===== src/sv/tal_pkg.sv =====
// tal_pkg: shared types and constants for the timed actuator with limit stop
// no dependencies; used by the channel interfaces and the core
package tal_pkg;

   localparam int CMD_W        = 2;
   localparam int SPEED_W      = 8;
   localparam int DURATION_W   = 32;
   localparam int SAMPLE_W     = 10;
   localparam int MOTION_W     = 2;
   localparam int SAMPLE_FIELDS = 5;

   localparam int NUM_SAMPLES_DEF = 5;
   localparam logic [SAMPLE_W-1:0] LIMIT_RESET = 10'd1022;

   typedef enum logic [CMD_W-1:0] {
      CMD_TICK  = 2'd0,
      CMD_UP    = 2'd1,
      CMD_DOWN  = 2'd2,
      CMD_STOP  = 2'd3
   } cmd_type;

   typedef enum logic [MOTION_W-1:0] {
      MOT_IDLE = 2'd0,
      MOT_UP   = 2'd1,
      MOT_DOWN = 2'd2
   } motion_type;

endpackage


===== src/sv/tal_if.sv =====
// tal_if: valid/ready channel interfaces for command words and result words
// depends on tal_pkg for field widths
interface tal_req_if;
   logic                                valid;
   logic                                ready;
   logic [tal_pkg::CMD_W-1:0]           cmd;
   logic [tal_pkg::SPEED_W-1:0]         speed;
   logic [tal_pkg::DURATION_W-1:0]      duration;
   logic [tal_pkg::SAMPLE_W-1:0]        limit_sample_0;
   logic [tal_pkg::SAMPLE_W-1:0]        limit_sample_1;
   logic [tal_pkg::SAMPLE_W-1:0]        limit_sample_2;
   logic [tal_pkg::SAMPLE_W-1:0]        limit_sample_3;
   logic [tal_pkg::SAMPLE_W-1:0]        limit_sample_4;

   modport source (
      output valid, cmd, speed, duration,
      output limit_sample_0, limit_sample_1, limit_sample_2, limit_sample_3, limit_sample_4,
      input  ready
   );
   modport sink (
      input  valid, cmd, speed, duration,
      input  limit_sample_0, limit_sample_1, limit_sample_2, limit_sample_3, limit_sample_4,
      output ready
   );
endinterface

interface tal_rsp_if;
   logic                                valid;
   logic                                ready;
   logic                                dir_a;
   logic                                dir_b;
   logic [tal_pkg::SPEED_W-1:0]         pwm_duty;
   logic [tal_pkg::MOTION_W-1:0]        motion_state;
   logic                                limit_event;
   logic                                complete_event;
   logic                                start_refused;

   modport source (
      output valid, dir_a, dir_b, pwm_duty, motion_state,
      output limit_event, complete_event, start_refused,
      input  ready
   );
   modport sink (
      input  valid, dir_a, dir_b, pwm_duty, motion_state,
      input  limit_event, complete_event, start_refused,
      output ready
   );
endinterface


===== src/sv/timed_actuator_with_limit_stop_core.sv =====
// timed_actuator_with_limit_stop_core: H-bridge drive sequencer with timed moves and limit stop
// depends on tal_pkg and the channel interfaces in tal_if
//
//   port    dir   handshake      contents
//   req     in    valid/ready    cmd, speed, duration, limit_sample_0..4
//   rsp     out   valid/ready    dir_a, dir_b, pwm_duty, motion_state, events
//   csr_*   in    write enable   limit level for the sample average
//
// one word per cycle sustained while rsp is not stalled; each word passes through
// the input register, then the state update and result register, before its
// result word is shown with rsp valid
// the motion state is updated as a word leaves the input register, so words
// issued back to back see each other's effect
// a stalled rsp holds both stages; req.ready drops only when both are full
// reset is synchronous: motion idle, counters zero, threshold 1022
module timed_actuator_with_limit_stop_core #(
   parameter int NUM_SAMPLES = tal_pkg::NUM_SAMPLES_DEF
) (
   input  logic                          clock,
   input  logic                          reset,
   tal_req_if.sink                       req,
   tal_rsp_if.source                     rsp,
   input  logic                          csr_we,
   input  logic [tal_pkg::SAMPLE_W-1:0]  csr_wdata
);

   // only five sample fields exist, so the count is clamped to 1..5
   localparam int USED  = (NUM_SAMPLES > tal_pkg::SAMPLE_FIELDS) ? tal_pkg::SAMPLE_FIELDS :
                          ((NUM_SAMPLES < 1) ? 1 : NUM_SAMPLES);
   localparam int SUM_W = $clog2(USED * (1 << tal_pkg::SAMPLE_W) + 1);
   localparam logic [SUM_W-1:0] USED_V = SUM_W'(USED);

   // threshold register
   logic [tal_pkg::SAMPLE_W-1:0]   thr_ff;

   // input stage
   logic                           s1_valid_ff;
   tal_pkg::cmd_type               s1_cmd_ff;
   logic [tal_pkg::SPEED_W-1:0]    s1_speed_ff;
   logic [tal_pkg::DURATION_W-1:0] s1_duration_ff;
   logic [SUM_W-1:0]               s1_sum_ff;

   // actuator state
   tal_pkg::motion_type            motion_ff, motion_in;
   logic [tal_pkg::SPEED_W-1:0]    drive_speed_ff, drive_speed_in;
   logic [tal_pkg::DURATION_W-1:0] elapsed_ff, elapsed_in;
   logic [tal_pkg::DURATION_W-1:0] move_len_ff, move_len_in;

   // result register
   logic                           rsp_valid_ff;
   logic [tal_pkg::SPEED_W-1:0]    rsp_duty_ff;
   tal_pkg::motion_type            rsp_motion_ff;
   logic                           rsp_lim_ff, rsp_done_ff, rsp_refused_ff;

   logic                           out_free;
   logic                           s1_adv;
   logic                           req_fire;
   logic [tal_pkg::SAMPLE_W-1:0]   samples [tal_pkg::SAMPLE_FIELDS];
   logic [SUM_W-1:0]               sum_in;
   logic [SUM_W-1:0]               limit_bound;
   logic                           at_limit;
   logic [tal_pkg::DURATION_W-1:0] elapsed_inc;
   logic                           lim_ev, done_ev, refused;

   assign out_free  = !rsp_valid_ff || rsp.ready;
   assign s1_adv    = s1_valid_ff && out_free;
   assign req.ready = !s1_valid_ff || out_free;
   assign req_fire  = req.valid && req.ready;

   assign samples[0] = req.limit_sample_0;
   assign samples[1] = req.limit_sample_1;
   assign samples[2] = req.limit_sample_2;
   assign samples[3] = req.limit_sample_3;
   assign samples[4] = req.limit_sample_4;

   always_comb begin
      sum_in = '0;
      for (int i = 0; i < USED; i++) begin
         sum_in = sum_in + SUM_W'(samples[i]);
      end
   end

   // floor(sum / n) > thr  is the same as  sum >= n * (thr + 1)
   assign limit_bound = USED_V * (SUM_W'(thr_ff) + SUM_W'(1));
   assign at_limit    = (s1_sum_ff >= limit_bound);

   assign elapsed_inc = (elapsed_ff == '1) ? elapsed_ff : elapsed_ff + 1'b1;

   always_comb begin
      motion_in      = motion_ff;
      drive_speed_in = drive_speed_ff;
      elapsed_in     = elapsed_ff;
      move_len_in    = move_len_ff;
      lim_ev         = 1'b0;
      done_ev        = 1'b0;
      refused        = 1'b0;
      case (s1_cmd_ff)
         tal_pkg::CMD_TICK: begin
            elapsed_in = elapsed_inc;
            if (motion_ff == tal_pkg::MOT_UP && at_limit) begin
               motion_in      = tal_pkg::MOT_IDLE;
               drive_speed_in = '0;
               lim_ev         = 1'b1;
            end else if (motion_ff != tal_pkg::MOT_IDLE && elapsed_inc >= move_len_ff) begin
               motion_in      = tal_pkg::MOT_IDLE;
               drive_speed_in = '0;
               done_ev        = 1'b1;
            end
         end
         tal_pkg::CMD_UP: begin
            if (at_limit) begin
               motion_in      = tal_pkg::MOT_IDLE;
               drive_speed_in = '0;
               refused        = 1'b1;
            end else begin
               motion_in      = tal_pkg::MOT_UP;
               drive_speed_in = s1_speed_ff;
               elapsed_in     = '0;
               move_len_in    = s1_duration_ff;
            end
         end
         tal_pkg::CMD_DOWN: begin
            motion_in      = tal_pkg::MOT_DOWN;
            drive_speed_in = s1_speed_ff;
            elapsed_in     = '0;
            move_len_in    = s1_duration_ff;
         end
         tal_pkg::CMD_STOP: begin
            motion_in      = tal_pkg::MOT_IDLE;
            drive_speed_in = '0;
         end
         default: begin
            motion_in      = tal_pkg::MOT_IDLE;
            drive_speed_in = '0;
         end
      endcase
   end

   always_ff @(posedge clock) begin
      if (reset) begin
         thr_ff         <= tal_pkg::LIMIT_RESET;
         s1_valid_ff    <= 1'b0;
         rsp_valid_ff   <= 1'b0;
         motion_ff      <= tal_pkg::MOT_IDLE;
         drive_speed_ff <= '0;
         elapsed_ff     <= '0;
         move_len_ff    <= '0;
      end else begin
         if (csr_we) begin
            thr_ff <= csr_wdata;
         end
         if (req.ready) begin
            s1_valid_ff <= req.valid;
         end
         if (out_free) begin
            rsp_valid_ff <= s1_valid_ff;
         end
         if (s1_adv) begin
            motion_ff      <= motion_in;
            drive_speed_ff <= drive_speed_in;
            elapsed_ff     <= elapsed_in;
            move_len_ff    <= move_len_in;
         end
      end
   end

   // payload registers
   always_ff @(posedge clock) begin
      if (req_fire) begin
         s1_cmd_ff      <= tal_pkg::cmd_type'(req.cmd);
         s1_speed_ff    <= req.speed;
         s1_duration_ff <= req.duration;
         s1_sum_ff      <= sum_in;
      end
      if (s1_adv) begin
         rsp_duty_ff    <= drive_speed_in;
         rsp_motion_ff  <= motion_in;
         rsp_lim_ff     <= lim_ev;
         rsp_done_ff    <= done_ev;
         rsp_refused_ff <= refused;
      end
   end

   assign rsp.valid          = rsp_valid_ff;
   assign rsp.dir_a          = (rsp_motion_ff == tal_pkg::MOT_DOWN);
   assign rsp.dir_b          = (rsp_motion_ff == tal_pkg::MOT_UP);
   assign rsp.pwm_duty       = rsp_duty_ff;
   assign rsp.motion_state   = rsp_motion_ff;
   assign rsp.limit_event    = rsp_lim_ff;
   assign rsp.complete_event = rsp_done_ff;
   assign rsp.start_refused  = rsp_refused_ff;

   // at most one flag per result word
   a_one_event: assert property (@(posedge clock) disable iff (reset)
      rsp_valid_ff |-> $onehot0({rsp_lim_ff, rsp_done_ff, rsp_refused_ff}))
      else $error("more than one event flag in a result word");

   // every event leaves the bridge off
   a_event_halts: assert property (@(posedge clock) disable iff (reset)
      (rsp_valid_ff && (rsp_lim_ff || rsp_done_ff || rsp_refused_ff)) |->
      (rsp_motion_ff == tal_pkg::MOT_IDLE && rsp_duty_ff == '0))
      else $error("event reported while still driving");

   // idle state never carries a duty
   a_idle_no_duty: assert property (@(posedge clock) disable iff (reset)
      (motion_ff == tal_pkg::MOT_IDLE) |-> (drive_speed_ff == '0))
      else $error("duty held while idle");

   // the elapsed count only moves when a word is processed
   a_elapsed_hold: assert property (@(posedge clock) disable iff (reset)
      !$past(s1_adv) |-> $stable(elapsed_ff))
      else $error("elapsed count changed without a word");

   // a held result word keeps its state fields
   a_rsp_hold: assert property (@(posedge clock) disable iff (reset)
      (rsp_valid_ff && !rsp.ready) |=> (rsp_valid_ff && $stable(rsp_motion_ff)))
      else $error("stalled result word changed");

endmodule

===== src/flat_wrapper.sv =====
// flat-port wrapper written by rule: the top's interface ports become plain ports
module timed_actuator_with_limit_stop_core_flat 
#(
   parameter int NUM_SAMPLES = tal_pkg::NUM_SAMPLES_DEF
)
  (clock, reset, csr_we, csr_wdata, req_valid, req_cmd, req_speed, req_duration, req_limit_sample_0, req_limit_sample_1, req_limit_sample_2, req_limit_sample_3, req_limit_sample_4, req_ready, rsp_valid, rsp_dir_a, rsp_dir_b, rsp_pwm_duty, rsp_motion_state, rsp_limit_event, rsp_complete_event, rsp_start_refused, rsp_ready);
  tal_req_if req_i ();
  tal_rsp_if rsp_i ();
  input  logic clock;
  input  logic reset;
  input  logic csr_we;
  input  logic [tal_pkg::SAMPLE_W-1:0] csr_wdata;
  input wire logic [$bits(req_i.valid)-1:0] req_valid;
  input wire logic [$bits(req_i.cmd)-1:0] req_cmd;
  input wire logic [$bits(req_i.speed)-1:0] req_speed;
  input wire logic [$bits(req_i.duration)-1:0] req_duration;
  input wire logic [$bits(req_i.limit_sample_0)-1:0] req_limit_sample_0;
  input wire logic [$bits(req_i.limit_sample_1)-1:0] req_limit_sample_1;
  input wire logic [$bits(req_i.limit_sample_2)-1:0] req_limit_sample_2;
  input wire logic [$bits(req_i.limit_sample_3)-1:0] req_limit_sample_3;
  input wire logic [$bits(req_i.limit_sample_4)-1:0] req_limit_sample_4;
  output wire logic [$bits(req_i.ready)-1:0] req_ready;
  output wire logic [$bits(rsp_i.valid)-1:0] rsp_valid;
  output wire logic [$bits(rsp_i.dir_a)-1:0] rsp_dir_a;
  output wire logic [$bits(rsp_i.dir_b)-1:0] rsp_dir_b;
  output wire logic [$bits(rsp_i.pwm_duty)-1:0] rsp_pwm_duty;
  output wire logic [$bits(rsp_i.motion_state)-1:0] rsp_motion_state;
  output wire logic [$bits(rsp_i.limit_event)-1:0] rsp_limit_event;
  output wire logic [$bits(rsp_i.complete_event)-1:0] rsp_complete_event;
  output wire logic [$bits(rsp_i.start_refused)-1:0] rsp_start_refused;
  input wire logic [$bits(rsp_i.ready)-1:0] rsp_ready;
  assign req_i.valid = req_valid;
  assign req_i.cmd = req_cmd;
  assign req_i.speed = req_speed;
  assign req_i.duration = req_duration;
  assign req_i.limit_sample_0 = req_limit_sample_0;
  assign req_i.limit_sample_1 = req_limit_sample_1;
  assign req_i.limit_sample_2 = req_limit_sample_2;
  assign req_i.limit_sample_3 = req_limit_sample_3;
  assign req_i.limit_sample_4 = req_limit_sample_4;
  assign req_ready = req_i.ready;
  assign rsp_valid = rsp_i.valid;
  assign rsp_dir_a = rsp_i.dir_a;
  assign rsp_dir_b = rsp_i.dir_b;
  assign rsp_pwm_duty = rsp_i.pwm_duty;
  assign rsp_motion_state = rsp_i.motion_state;
  assign rsp_limit_event = rsp_i.limit_event;
  assign rsp_complete_event = rsp_i.complete_event;
  assign rsp_start_refused = rsp_i.start_refused;
  assign rsp_i.ready = rsp_ready;
  timed_actuator_with_limit_stop_core #(.NUM_SAMPLES(NUM_SAMPLES)) u_core (.clock(clock), .reset(reset), .req(req_i), .rsp(rsp_i), .csr_we(csr_we), .csr_wdata(csr_wdata));
endmodule

===== config.mk =====
export PLATFORM = sky130hd
export DESIGN_NAME = timed_actuator_with_limit_stop_core_flat
export DESIGN_NICKNAME = d
export VERILOG_FILES = /design/src/sv/tal_pkg.sv /design/src/sv/tal_if.sv /design/src/sv/timed_actuator_with_limit_stop_core.sv /design/src/flat_wrapper.sv
export SDC_FILE = /design/constraint.sdc
export NUM_CORES = 1
export LEC_CHECK = 0
export ABC_AREA = 1
export BUFFER_PORTS_ARGS = -buffer_cell sky130_fd_sc_hd__buf_2
export CAP_MARGIN = 40
export CORE_MARGIN = 5
export CORE_UTILIZATION = 45
export CTS_CLUSTER_SIZE = 8
export DETAILED_ROUTE_END_ITERATION = 12
export MAX_ROUTING_LAYER = met4
export SLEW_MARGIN = 20
export SYNTH_ARGS = -nofsm -noshare
export SYNTH_HDL_FRONTEND = slang
export SYNTH_SLANG_ARGS = --single-unit

===== constraint.sdc =====
create_clock -name clock -period 5.05 [get_ports clock]
set_input_delay 0.505 -clock clock [delete_from_list [all_inputs] [get_ports clock]]
set_output_delay 0.505 -clock clock [all_outputs]
set_load 0.005 [all_outputs]

* Word level (Yosys, flattened, before mapping)
Cells that the tools add are included. W data, S select, Z words.
Word-level totals: flip-flop bits (word level) 154, bits of input ports 107, output and inout bits 17
Operators by class: $add $sub $neg 6, multiply operators 1, order comparisons 2, equality and inequality tests 8, multiplexer cells 16, bitwise logic cells 1, reductions and logical operators 15
Operator list (number):
- $mux W32 | 3
- $pmux W32 S3 | 1
- $pmux W32 S2 | 1
- $add A13 B10 Y13 | 3
- $add A32 B1 Y32 const B | 1
- $eq A32 B32 Y1 const B | 1
- $ge A32 B32 Y1 | 1
- $pmux W8 S4 | 1
- $mux W8 | 3
- $ge A13 B13 Y1 | 1
- $mul A3 B13 Y13 const A | 1
- $add A10 B1 Y11 const B | 1
- $add A10 B10 Y11 | 1
- $pmux W2 S4 | 1
- $eq A2 B1 Y1 const B | 3
- $eq A2 B2 Y1 const B | 3
- $reduce_and A3 Y1 | 2
- $logic_and A1 B1 Y1 | 4
- $mux W1 | 4
- $mux W2 | 2
- $reduce_bool A2 Y1 | 2
- $reduce_bool A3 Y1 | 1
- $logic_not A1 Y1 | 2
- $logic_not A2 Y1 | 1
- other kinds (4) | 5

* Depth between registers and ports, before layout
Gate-level depths: netlist (run 1).
word-level depth 7, gate-level depth with buffers 32, gate-level depth less buffers 32

* Worst setup path before layout (run 1)
OpenSTA, ideal clock, no wires.
path kind input -> register, from in req_limit_sample_1[0], to reg u_core.s1_sum_ff[9], data pin, setup time 0.265 ns, arrival time 3.731 ns, data required time 4.785 ns, setup slack 1.054 ns, cell stages on the path 17, cell sequence ha_1 > inv_1 > fa_1 > o21ai_0 > a21oi_1 > nor2_1 > nor2_1 > xor2_1 > fa_1 > inv_1 > fa_1 > ha_1 > a21oi_1 > o21ai_0 > a21oi_1 > o21ai_0 > xor2_1
On the way: word-level cells in the longest chain between the ends 4
RTL lines:
- start: declaration | RTL line flat_wrapper.sv:18 | input wire logic [$bits(req_i.limit_sample_1)-1:0] req_limit_sample_1;
- $add A10 B10 Y11 | RTL line timed_actuator_with_limit_stop_core.sv:79 | sum_in = sum_in + SUM_W'(samples[i]);
- $add A13 B10 Y13 (3 in series) | RTL line timed_actuator_with_limit_stop_core.sv:79
- named net u_core.sum_in[9] | RTL line timed_actuator_with_limit_stop_core.sv:59 | logic [SUM_W-1:0] sum_in;
- end signal: assignment | RTL line timed_actuator_with_limit_stop_core.sv:173 | s1_sum_ff <= sum_in;
- end: declaration | RTL line timed_actuator_with_limit_stop_core.sv:41 | logic [SUM_W-1:0] s1_sum_ff;
The timed path passes the listed nets, and every way through them passes these cells. A chain may end at the register's enable or synchronous reset.

* Worst setup path after layout (run 1)
from reg u_core.thr_ff[0] (netlist name), to reg u_core.elapsed_ff[25] (netlist name)
On the way: word-level cells in the longest chain between the ends 5
RTL lines:
- start: declaration | RTL line timed_actuator_with_limit_stop_core.sv:34 | logic [tal_pkg::SAMPLE_W-1:0] thr_ff;
- start signal: assignment | RTL line timed_actuator_with_limit_stop_core.sv:141 | thr_ff <= tal_pkg::LIMIT_RESET;
- start signal: assignment | RTL line timed_actuator_with_limit_stop_core.sv:150 | thr_ff <= csr_wdata;
- $add A10 B1 Y11 | RTL line timed_actuator_with_limit_stop_core.sv:84 | assign limit_bound = USED_V * (SUM_W'(thr_ff) + SUM_W'(1));
- $mul A3 B13 Y13 | RTL line timed_actuator_with_limit_stop_core.sv:84
- $ge A13 B13 Y1 | RTL line timed_actuator_with_limit_stop_core.sv:85 | assign at_limit = (s1_sum_ff >= limit_bound);
- $ne A2 B2 Y1 (no line)
- $reduce_and A3 Y1 (no line)
- end signal: assignment | RTL line timed_actuator_with_limit_stop_core.sv:161 | elapsed_ff <= elapsed_in;
- end: declaration | RTL line timed_actuator_with_limit_stop_core.sv:46 | logic [tal_pkg::DURATION_W-1:0] elapsed_ff, elapsed_in;
No other way between the ends.

==> flow_summary.rst, run 1 <==
.. list-table::
   :header-rows: 1

   * - Metric
     - Value
   * - Count of endpoints failing setup in the final report
     - 0
   * - Worst relative slew slack
     - 50.2%
   * - Biggest fanout along the worst timing path
     - 32
   * - Unrepaired setup endpoints after global routing
     - false
   * - Worst-case clock buffer depth
     - 2
   * - Top cells by count, synth
     - sky130_fd_sc_hd__nand2_1, sky130_fd_sc_hd__inv_1, sky130_fd_sc_hd__a21oi_1, sky130_fd_sc_hd__ha_1, sky130_fd_sc_hd__dfxtp_1
   * - Count of buffers added by post-CTS timing repair for setup
     - 0
   * - Initial detailed-routing violation count
     - 396
   * - Post-synthesis average cell area
     - 8.34 um^2
   * - Initial antenna violation count
     - 0
   * - Clock net sink count
     - 154
   * - Number of buffers created by CTS
     - 17
   * - Type of element launching the critical path
     - flip-flop
   * - Chip height
     - 156 um
   * - Vias per cell
     - 4.93
   * - Post-placement setup slack
     - 530 ps
   * - Data required time at the worst endpoint
     - 5410 ps
   * - Core Rows
     - 53
   * - Max-Cap Viols
     - 0
   * - Overflow left after global routing
     - 0
   * - Result of the run
     - complete, no violations
   * - Number of flip-flops and latches in the synthesized netlist
     - 154
   * - Width of the die
     - 156 um
   * - Clk_skew
     - 12.0 ps
   * - CP endpoint kind
     - flip-flop
   * - Number of synthesis warnings
     - 0
   * - Longest individual stage delay on the worst path
     - 400 ps
   * - Global-route wire length before repair
     - 33800 um
   * - Fraction of registers with async set/reset
     - 0%
   * - Power density relative to cell area
     - 361 nW/um^2
   * - Later-pin clock latency in the skew report
     - 430 ps
   * - Number of synthesized flops with an enable pin
     - 68
   * - Count of antenna-violating nets left after detailed routing
     - 0
   * - GRT Total Usage
     - 17.5%
   * - Most frequent cell on the critical path
     - sky130_fd_sc_hd__nand2_1
   * - Tightest Pin Transition
     - 747 ps
   * - Area of the core
     - 21000 um^2
   * - Pin count of the biggest net entering global routing
     - 65
   * - Final clock period utilization by the worst path
     - 87.9%
   * - Antenna Cells
     - 0
   * - IO Count
     - 124
   * - Full die area
     - 24300 um^2
   * - Area growth from synthesis to final layout
     - 15.0%
   * - Cell types with the largest area share after synthesis
     - sky130_fd_sc_hd__edfxtp_1, sky130_fd_sc_hd__dfxtp_1, sky130_fd_sc_hd__ha_1, sky130_fd_sc_hd__nand2_1, sky130_fd_sc_hd__inv_1
   * - Class of the most critical hold timing path
     - in2reg
   * - Start-to-end type of the worst setup path
     - reg2reg
   * - Number of levels the H-tree was split into
     - 4
   * - Gate count after technology mapping
     - 1149
   * - Final worst slack
     - 611 ps
   * - Arrival @ worst endpoint
     - 4800 ps
   * - Via count of the routed design
     - 7661
   * - Starting density of the core
     - 45.6%
   * - Min cycle time layout
     - 4440 ps
   * - Count of port buffers added during placement
     - 123
   * - Most common cell in the netlist
     - sky130_fd_sc_hd__nand2_1
   * - Number of nets at the end of the flow
     - 1487
   * - Setup TNS Final
     - 0 ps
   * - Top-area cell type share of the netlist area
     - 21.3%
   * - Hold violation total from the final report
     - 0
   * - Clock-pin slew on the worst setup and hold paths
     - 70 ps
   * - WL/cell
     - 12.9 um
   * - Post-Synthesis Net Count
     - 1369
   * - Number of filler cells placed in the layout
     - 1994
   * - Upper clock frequency limit
     - 225 MHz
   * - Fraction of final layout cells sized beyond drive strength 1
     - 14.5%
   * - Synth cell types
     - 46
   * - Remaining DRCs
     - 0
   * - Slowest CP cell
     - sky130_fd_sc_hd__fa_1
   * - Cell chosen for the clock root
     - sky130_fd_sc_hd__clkbuf_16
   * - Vias in the first global route
     - 7421
   * - CTS tree
     - done
   * - Post-detailed-placement half-perimeter wirelength
     - 15400 um
   * - Netlist area before placement
     - 9590 um^2
   * - Detailed-router iteration count before antenna repair
     - 7
   * - Share of synthesized area occupied by flip-flops and latches
     - 39.3%
   * - Post-synthesis cell type with the largest combined area
     - sky130_fd_sc_hd__edfxtp_1
   * - Count of pins over their slew limit
     - 0
   * - Commonest register cell after synthesis
     - sky130_fd_sc_hd__dfxtp_1
   * - Weighted congestion reported at the end of routability-driven placement
     - 0.893
   * - Leakage dissipation
     - 0.00509 uW
   * - IR drop worst, VDD
     - 0.230 mV
   * - Share of the core filled with cells in the final layout
     - 52.4%
   * - WL final
     - 20000 um
## logic make-up (layout without fill, tap and decap cells)
group           Yosys count  after routing  share of synthesized area [%]
simple gates            444            444                           20.0
buf+inv                 195            326                           8.50
compound gates          183            183                           10.3
flops                   154            154                           39.3
fa+ha+maj               113            113                           16.5
xor+xnor                 60             60                           5.48
## power by group
part | switching, uW | total [uW] | internal, uW | leakage [uW]
Sequential | 40.2 | 1490 | 1450 | 0.00136
Clock | 538 | 1280 | 744 | 0.000286
Combinational | 708 | 1210 | 498 | 0.00345
Total | 1290 | 3980 | 2700 | 0.00509
## worst paths after layout
| kind | startpoint | end | slack, ps | cells after the start |
|---|---|---|---|---|
| max | u_core.thr_ff[0] | u_core.elapsed_ff[25] | 610 | 29 |
| min | req_speed[1] | u_core.s1_speed_ff[1] | 250 | 1 |
| max reg2reg | u_core.thr_ff[0] | u_core.elapsed_ff[25] | 610 | 29 |
| min reg2reg | u_core.move_len_ff[14] | u_core.move_len_ff[14] | 460 | 2 |
## state kept, by name, indices dropped and copies added (netlist names)
signal	cells
u_core.drive_speed_ff	8
u_core.move_len_ff	32
u_core.elapsed_ff	32
u_core.s1_duration_ff	32
u_core.rsp.valid	1
u_core.s1_valid_ff	1
u_core.s1_cmd_ff	2
u_core.motion_ff	2
u_core.rsp.limit_event	1
u_core.rsp.start_refused	1
u_core.rsp.pwm_duty	8
u_core.thr_ff	10
u_core.rsp.complete_event	1
u_core.s1_speed_ff	8
u_core.s1_sum_ff	13
u_core.rsp.motion_state	2
## repair_timing
item                                    4_1_cts  5_1_grt
resized for setup                             0        2
hold buffers                                  0        0
endpoints found under the setup margin        0       31
hold endpoints to repair                      0        0
## per-stage QoR
stage	cell area (um^2)	hold WS (ps)	total power, uW	cells
global route	11000	221	4300	1555
detailed placement	10400	453	2730	1523
floorplan	9590	428	2460	1149
finish	11000	245	3980	1555
CTS	11000	226	4030	1555
global placement	10400	447	2720	1522
## placed cells by master (no fill, tap or decap), drive strengths merged
master | netlist | layout
o21bai | 4 | 4
a21o | 4 | 4
edfxtp | 68 | 68
o21ai | 49 | 49
bufinv | 0 | 2
fa | 22 | 22
clkinvlp | 0 | 2
dfxtp | 86 | 86
nand4 | 18 | 18
nor4 | 5 | 5
o31ai | 1 | 1
buf | 17 | 130
o211ai | 4 | 4
inv | 162 | 168
nand2b | 1 | 1
ha | 91 | 91
xor2 | 35 | 35
clkinv | 2 | 5
nand2 | 271 | 271
or2 | 2 | 2
a21oi | 120 | 120
nand3 | 45 | 45
xnor2 | 25 | 25
o2111ai | 1 | 1
nor2 | 80 | 80
and2 | 1 | 1
nor3 | 21 | 21
clkbuf | 14 | 19
## cell type report
| class | count | area [um^2] | area share, % |
|---|---|---|---|
| clock inverter | 13 | 160 | 1.45 |
| tap | 275 | 344 | 3.12 |
| inverter | 164 | 616 | 5.59 |
| multi-input combinational | 800 | 5010 | 45.4 |
| timing repair buffer | 130 | 696 | 6.31 |
| sequential | 154 | 3760 | 34.2 |
| clock buffer | 19 | 433 | 3.93 |
## layer usage
metal  GRT usage (%)  part of all wire (%)  wire (um)
met5               -                     0          0
met4            5.84                   1.9        377
met3            3.27                   3.4        676
met2            29.4                    50       9980
met1            21.1                    45       8960
## critical path: cells and delay by family (launching register included)
family,cells,cell delay (ps)
and+or+nand+nor,14,1520
adders and majority gates,4,1160
AOI/OAI and AO/OA,6,770
DFF,1,380
xor gates and xnor gates,2,290
buffers and inverters,3,230
Note: power is estimated with default switching activity, not from simulation.
==> run 2, diff against run 1 <==
--- a/config.mk
+++ b/config.mk
@@ -10,6 +10,7 @@
 export CAP_MARGIN = 40
 export CORE_MARGIN = 5
 export CORE_UTILIZATION = 45
+export CTS_BUF_LIST = sky130_fd_sc_hd__clkbuf_2
 export CTS_CLUSTER_SIZE = 8
 export DETAILED_ROUTE_END_ITERATION = 12
 export MAX_ROUTING_LAYER = met4
==> constraint.sdc (replaced) <==
create_clock -name clock -period 5.05 [get_ports clock]
set_input_delay 0.505 -clock clock [delete_from_list [all_inputs] [get_ports clock]]
set_output_delay 0.505 -clock clock [all_outputs]
set_load 0.02 [all_outputs]
==> run 2 against run 1 <==
Net effect:
- maximum frequency down 0.66%
- combinational power up 3%
- sequential power about the same
- total power down 13%
- sequential share of layout area down 0.61 points
- global-route usage up 0.064 points
- cell count up 3.5%
- sequential cell count unchanged
- critical path depth down 5
- clock skew up 51 ps
- non-clock buffer count up 54
- clock power down 44%
==> flow_summary.rst, run 2 (synthesized netlist as in run 1, its figures left out) <==
.. list-table::
   :header-rows: 1

   * - Metric
     - Value
   * - Number of buffers created by CTS
     - 17
   * - Arrival @ worst endpoint
     - 5110 ps
   * - Tightest Pin Transition
     - 741 ps
   * - Class of the most critical hold timing path
     - in2reg
   * - Count of antenna-violating nets left after detailed routing
     - 0
   * - Overall Power
     - 3460 uW
   * - Clock-pin slew on the worst setup and hold paths
     - 230 ps
   * - Start-to-end type of the worst setup path
     - reg2reg
   * - Count of pins over their slew limit
     - 0
   * - Cell-by-cell listing of the critical path
     - nand2_1, nor2_1, nand4_1, nor3_1, xor2_1, ha_1, ha_1, a21oi_1, o211ai_1, a21o_1, a21oi_1, xor2_1, ha_1, nand2_1, inv_1, nand2_1, nand2_1, a21oi_2, nand3_2, nand2_4, o211ai_4, nor2_8, nand2_1, a21oi_1
   * - Pin count of the biggest net entering global routing
     - 65
   * - Biggest fanout along the worst timing path
     - 32
   * - Power density relative to cell area
     - 308 nW/um^2
   * - Most frequent cell on the critical path
     - sky130_fd_sc_hd__nand2_1
   * - R2R Setup Slk
     - 580 ps
   * - Type of element launching the critical path
     - flip-flop
   * - WL/cell
     - 12.5 um
   * - Area growth from synthesis to final layout
     - 17.1%
   * - Count of port buffers added during placement
     - 123
   * - Leakage dissipation
     - 0.00519 uW
   * - IR drop worst, VDD
     - 0.210 mV
   * - Result of the run
     - complete, no violations
   * - Fraction of final layout cells sized beyond drive strength 1
     - 14.2%
   * - Later-pin clock latency in the skew report
     - 740 ps
   * - GRT Total Usage
     - 17.5%
   * - CP endpoint kind
     - flip-flop
   * - Vias in the first global route
     - 7571
   * - Hold violation total from the final report
     - 0
   * - Commonest cells after routing, fill and taps aside
     - sky130_fd_sc_hd__nand2_1, sky130_fd_sc_hd__inv_1, sky130_fd_sc_hd__buf_2
   * - Count of endpoints failing setup in the final report
     - 0
   * - Placed cell area
     - 10400 um^2
   * - # placed instances
     - 1523
   * - Unrepaired setup endpoints after global routing
     - true
   * - Full die area
     - 24300 um^2
   * - Data required time at the worst endpoint
     - 5690 ps
   * - Max-Cap Viols
     - 0
   * - Core Rows
     - 53
   * - Initial antenna violation count
     - 1
   * - Initial detailed-routing violation count
     - 355
   * - Post-detailed-placement half-perimeter wirelength
     - 15400 um
   * - Detailed-router iteration count before antenna repair
     - 6
   * - Via count of the routed design
     - 7813
   * - Area of the core
     - 21000 um^2
   * - Upper clock frequency limit
     - 224 MHz
   * - WL final
     - 20100 um
   * - Number of filler cells placed in the layout
     - 1987
   * - IO Count
     - 124
   * - Longest individual stage delay on the worst path
     - 450 ps
   * - CTS tree
     - done
   * - Largest registers
     - u_core.elapsed_ff x32, u_core.move_len_ff x32, u_core.s1_duration_ff x32
   * - Cell chosen for the clock root
     - sky130_fd_sc_hd__clkbuf_2
   * - Starting density of the core
     - 45.6%
   * - Chip height
     - 156 um
   * - Remaining DRCs
     - 0
   * - Weighted congestion reported at the end of routability-driven placement
     - 0.893
   * - Number of standard cells in the layout, taps in and fillers out
     - 1610
   * - Global-route wire length before repair
     - 34200 um
   * - Min cycle time layout
     - 4470 ps
   * - Number of levels the H-tree was split into
     - 4
   * - Final Cell Area
     - 11200 um^2
   * - Final clock period utilization by the worst path
     - 88.5%
   * - Overflow left after global routing
     - 0
   * - Clk_skew
     - 63.0 ps
   * - Clock net sink count
     - 154
   * - Slowest CP cell
     - sky130_fd_sc_hd__dfxtp_1
   * - Most frequent standard cell in the layout excluding fill and tap cells
     - sky130_fd_sc_hd__nand2_1
   * - Worst-case clock buffer depth
     - 2
   * - Vias per cell
     - 4.85
   * - Number of nets at the end of the flow
     - 1541
   * - Worst relative slew slack
     - 50.6%
   * - Width of the die
     - 156 um
-- run 2: worst max-delay path: cells and delay by family, from the launching register on --
kind,cells,cell delay (ps)
AO/OA/AOI/OAI,7,1010
XOR/XNOR,2,380
buffers and inverters,1,40
AND/OR/NAND/NOR,11,1640
flip-flops,1,450
adder cells (fa/ha/maj),3,880
-- run 2: what timing repair did --
action	4_1_cts	5_1_grt
resized for setup	0	4
buffers inserted	0	0
endpoints found under the hold margin	54	0
setup endpoints to repair	0	45
hold buffers	54	0
-- run 2: final timing paths --
kind | endpoint | cells after the start | start
min | u_core.thr_ff[1] | 3 | csr_we
max | u_core.elapsed_ff[17] | 24 | u_core.thr_ff[2]
max reg2reg | u_core.elapsed_ff[17] | 24 | u_core.thr_ff[2]
min reg2reg | u_core.move_len_ff[14] | 2 | u_core.move_len_ff[14]
-- run 2: cell type report --
cell class              instances  area [um^2]  area share (%)
diodes                          1         2.50          0.0223
multi-input cells             800         5010            44.6
inverters                     164          616            5.48
clock inverters                13          160            1.43
repair buffers                184         1240            11.0
clock buffers                  19         95.1           0.847
flip-flops and latches        154         3770            33.5
well taps                     275          344            3.06
-- run 2: per-stage QoR --
step / util [%] / TNS [ps] / hold WS [ps] / setup slack [ps]
after floorplan: - / 0 / 428 / 1050
after global placement: 49.4 / 0 / 447 / 615
after detailed placement: 49.6 / 0 / 453 / 530
after CTS: 53.4 / 0 / 34.8 / 476
after global routing: 53.4 / -1.80 / 56.5 / -1.80
final: 53.4 / 0 / 117 / 582
-- run 2: per-layer routing --
layer	global-route usage [%]	up-vias	wire, um
met5	-	-	0
met2	30.2	126	10100
li1	-	4104	-
met3	3.00	23	667
met1	21.3	3560	9060
met4	4.75	0	327
-- run 2: where the power goes --
part / total, uW / internal [uW] / switching [uW]
registers: 1490 / 1450 / 40.2
clock network: 722 / 248 / 474
logic: 1250 / 525 / 722
==> run 3, diff against run 2 <==
--- a/config.mk
+++ b/config.mk
@@ -14,6 +14,7 @@
 export CTS_CLUSTER_SIZE = 8
 export DETAILED_ROUTE_END_ITERATION = 12
 export MAX_ROUTING_LAYER = met4
+export RECOVER_POWER = 25
 export SLEW_MARGIN = 20
 export SYNTH_ARGS = -nofsm -noshare
 export SYNTH_HDL_FRONTEND = slang
==> run 3 against run 2 <==
Net effect:
- setup slack improved by 9.9 ps
- clock skew barely moved
- worst hold slack improved by 2.2 ps
- critical path type unchanged
- critical endpoint unchanged
==> flow_summary.rst, run 3 (synthesized netlist as in run 1, its figures left out) <==
.. list-table::
   :header-rows: 1

   * - Metric
     - Value
   * - Type of element launching the critical path
     - flip-flop
   * - IR drop worst, VDD
     - 0.210 mV
   * - Post-detailed-placement half-perimeter wirelength
     - 15400 um
   * - Result of the run
     - complete, no violations
   * - Global-route wire length before repair
     - 34200 um
   * - Number of filler cells placed in the layout
     - 1988
   * - Most frequent standard cell in the layout excluding fill and tap cells
     - sky130_fd_sc_hd__nand2_1
   * - Min cycle time layout
     - 4460 ps
   * - Class of the most critical hold timing path
     - in2reg
   * - Worst hold slack
     - 119 ps
   * - Cell chosen for the clock root
     - sky130_fd_sc_hd__clkbuf_2
   * - Remaining DRCs
     - 0
   * - WL final
     - 20100 um
   * - Weighted congestion reported at the end of routability-driven placement
     - 0.893
   * - Max-Cap Viols
     - 0
   * - IO Count
     - 124
   * - Initial antenna violation count
     - 1
   * - GRT Total Usage
     - 17.5%
   * - # placed instances
     - 1523
   * - Area of the core
     - 21000 um^2
   * - Overflow left after global routing
     - 0
   * - Most frequent cell on the critical path
     - sky130_fd_sc_hd__nand2_1
   * - Longest individual stage delay on the worst path
     - 440 ps
   * - Via count of the routed design
     - 7804
   * - Count of buffer and inverter cells on the critical path
     - 1
   * - WL/cell
     - 12.5 um
   * - Starting density of the core
     - 45.6%
   * - Clk_skew
     - 63.0 ps
   * - Count of pins over their slew limit
     - 0
   * - Clock-pin slew on the worst setup and hold paths
     - 230 ps
   * - Fraction of final layout cells sized beyond drive strength 1
     - 13.9%
   * - Clock net sink count
     - 154
   * - Count of buffers added by post-CTS timing repair for setup
     - 0
   * - Count of port buffers added during placement
     - 123
   * - Worst hold path cell count
     - 3
   * - Count of antenna-violating nets left after detailed routing
     - 0
   * - Later-pin clock latency in the skew report
     - 740 ps
   * - Full die area
     - 24300 um^2
   * - Number of buffers created by CTS
     - 17
   * - Area growth from synthesis to final layout
     - 17.1%
   * - Worst relative slew slack
     - 50.8%
   * - Largest registers
     - u_core.elapsed_ff x32, u_core.move_len_ff x32, u_core.s1_duration_ff x32
   * - Biggest fanout along the worst timing path
     - 32
   * - Depth of the worst register-to-register path
     - 24
   * - Leakage dissipation
     - 0.00517 uW
   * - Pin count of the biggest net entering global routing
     - 65
   * - Number of standard cells in the layout, taps in and fillers out
     - 1610
   * - Origin of the critical flop-to-flop path
     - u_core.thr_ff[2]
   * - Arrival @ worst endpoint
     - 5100 ps
   * - Endpoint of the lowest-slack register-to-register path
     - u_core.elapsed_ff[17]
   * - Hold violation total from the final report
     - 0
   * - CP endpoint kind
     - flip-flop
   * - Vias per cell
     - 4.85
   * - Start-to-end type of the worst setup path
     - reg2reg
   * - Critical path's top delay family
     - simple AND/OR/NAND/NOR gates
   * - Tightest Pin Transition
     - 738 ps
   * - CTS tree
     - done
   * - Upper clock frequency limit
     - 224 MHz
   * - Chip height
     - 156 um
   * - Width of the die
     - 156 um
   * - Hold Path End
     - u_core.thr_ff[1]
   * - Power density relative to cell area
     - 308 nW/um^2
   * - Count of endpoints failing setup in the final report
     - 0
   * - Multi-input gate area in the final layout
     - 5010 um^2
   * - Data required time at the worst endpoint
     - 5690 ps
   * - Min-delay src
     - csr_we
   * - Slowest CP cell
     - sky130_fd_sc_hd__dfxtp_1
   * - Vias in the first global route
     - 7571
   * - Number of nets at the end of the flow
     - 1541
   * - Worst-case clock buffer depth
     - 2
   * - Cell-by-cell listing of the critical path
     - nand2_1, nor2_1, nand4_1, nor3_1, xor2_1, ha_1, ha_1, a21oi_1, o211ai_1, a21o_1, a21oi_1, xor2_1, ha_1, nand2_1, inv_1, nand2_1, nand2_1, a21oi_2, nand3_2, nand2_4, o211ai_4, nor2_8, nand2_1, a21oi_1
   * - Number of levels the H-tree was split into
     - 4
   * - Detailed-router iteration count before antenna repair
     - 5
   * - Final clock period utilization by the worst path
     - 88.3%
   * - Initial detailed-routing violation count
     - 354
   * - R2R Setup Slk
     - 590 ps
   * - Core Rows
     - 53
   * - Unrepaired setup endpoints after global routing
     - true
   * - Reg area
     - 3770 um^2
   * - Commonest cells after routing, fill and taps aside
     - sky130_fd_sc_hd__nand2_1, sky130_fd_sc_hd__inv_1, sky130_fd_sc_hd__buf_2
==> run 3: cell types whose count changed in the layout (fill, tap and decap cells not counted), sizes merged <==
cell    delta
clkbuf     +4
buf        -4
==> run 3: cell type report <==
| class | count | share of cell area (%) |
|---|---|---|
| Antenna cell | 1 | 0.0223 |
| Clock buffer | 19 | 0.847 |
| Clock inverter | 13 | 1.43 |
| Inverter | 164 | 5.49 |
| Multi-Input combinational cell | 800 | 44.6 |
| Sequential cell | 154 | 33.6 |
| Tap cell | 275 | 3.07 |
| Timing Repair Buffer | 184 | 11.0 |
==> run 3: worst reg2reg max path, cell delays in order, from the launching register on <==
cell and delay (ps):
sky130_fd_sc_hd__dfxtp_1 440, sky130_fd_sc_hd__nand2_1 100, sky130_fd_sc_hd__nor2_1 150, sky130_fd_sc_hd__nand4_1 150, sky130_fd_sc_hd__nor3_1 200, sky130_fd_sc_hd__xor2_1 220
sky130_fd_sc_hd__ha_1 270, sky130_fd_sc_hd__ha_1 340, sky130_fd_sc_hd__a21oi_1 180, sky130_fd_sc_hd__o211ai_1 150, sky130_fd_sc_hd__a21o_1 180, sky130_fd_sc_hd__a21oi_1 150
sky130_fd_sc_hd__xor2_1 160, sky130_fd_sc_hd__ha_1 270, sky130_fd_sc_hd__nand2_1 110, sky130_fd_sc_hd__inv_1 40, sky130_fd_sc_hd__nand2_1 60, sky130_fd_sc_hd__nand2_1 60
sky130_fd_sc_hd__a21oi_2 110, sky130_fd_sc_hd__nand3_2 180, sky130_fd_sc_hd__nand2_4 150, sky130_fd_sc_hd__o211ai_4 110, sky130_fd_sc_hd__nor2_8 380, sky130_fd_sc_hd__nand2_1 110
sky130_fd_sc_hd__a21oi_1 130
==> run 3: worst max path at each step <==
stage | end | depth (start not counted) | start
finish | u_core.elapsed_ff[17] | 24 | u_core.thr_ff[2]
global route | u_core.elapsed_ff[13] | 26 | u_core.thr_ff[1]
CTS | u_core.move_len_ff[20] | 26 | u_core.thr_ff[2]
detailed placement | u_core.move_len_ff[20] | 26 | u_core.thr_ff[0]
global placement | u_core.move_len_ff[7] | 26 | u_core.thr_ff[2]
floorplan | u_core.s1_sum_ff[9] | 17 | req_limit_sample_1[0]
==> run 3: through the flow <==
stage          cell area (um^2)  setup slack, ps  TNS [ps]  total power, uW  util (%)
2_1_floorplan              9590             1050         0             2470         -
3_3_place_gp              10400              615         0             2730      49.4
5_1_grt                   11200            -1.80     -1.80             3780      53.4
4_1_cts                   11200              476         0             3500      53.4
3_5_place_dp              10400              530         0             2750      49.6
6_report                  11200              591         0             3460      53.4
==> run 3: report_power, final <==
part           internal, uW  switching [uW]
Combinational           524             721
Sequential             1450            40.2
Clock                   248             473
==> run 3: what timing repair did <==
action,CTS,global route
endpoints found under the hold margin,54,0
hold buffers,54,0
endpoints found under the setup margin,0,45
resized for setup,0,4
==> run 3: metal layers <==
layer	vias up	track usage, %	part of all wire, %
met4	0	4.75	1.6
met5	-	-	0
li1	4103	-	-
met2	120	30.2	50
met1	3558	21.3	45
met3	23	3.00	3.3
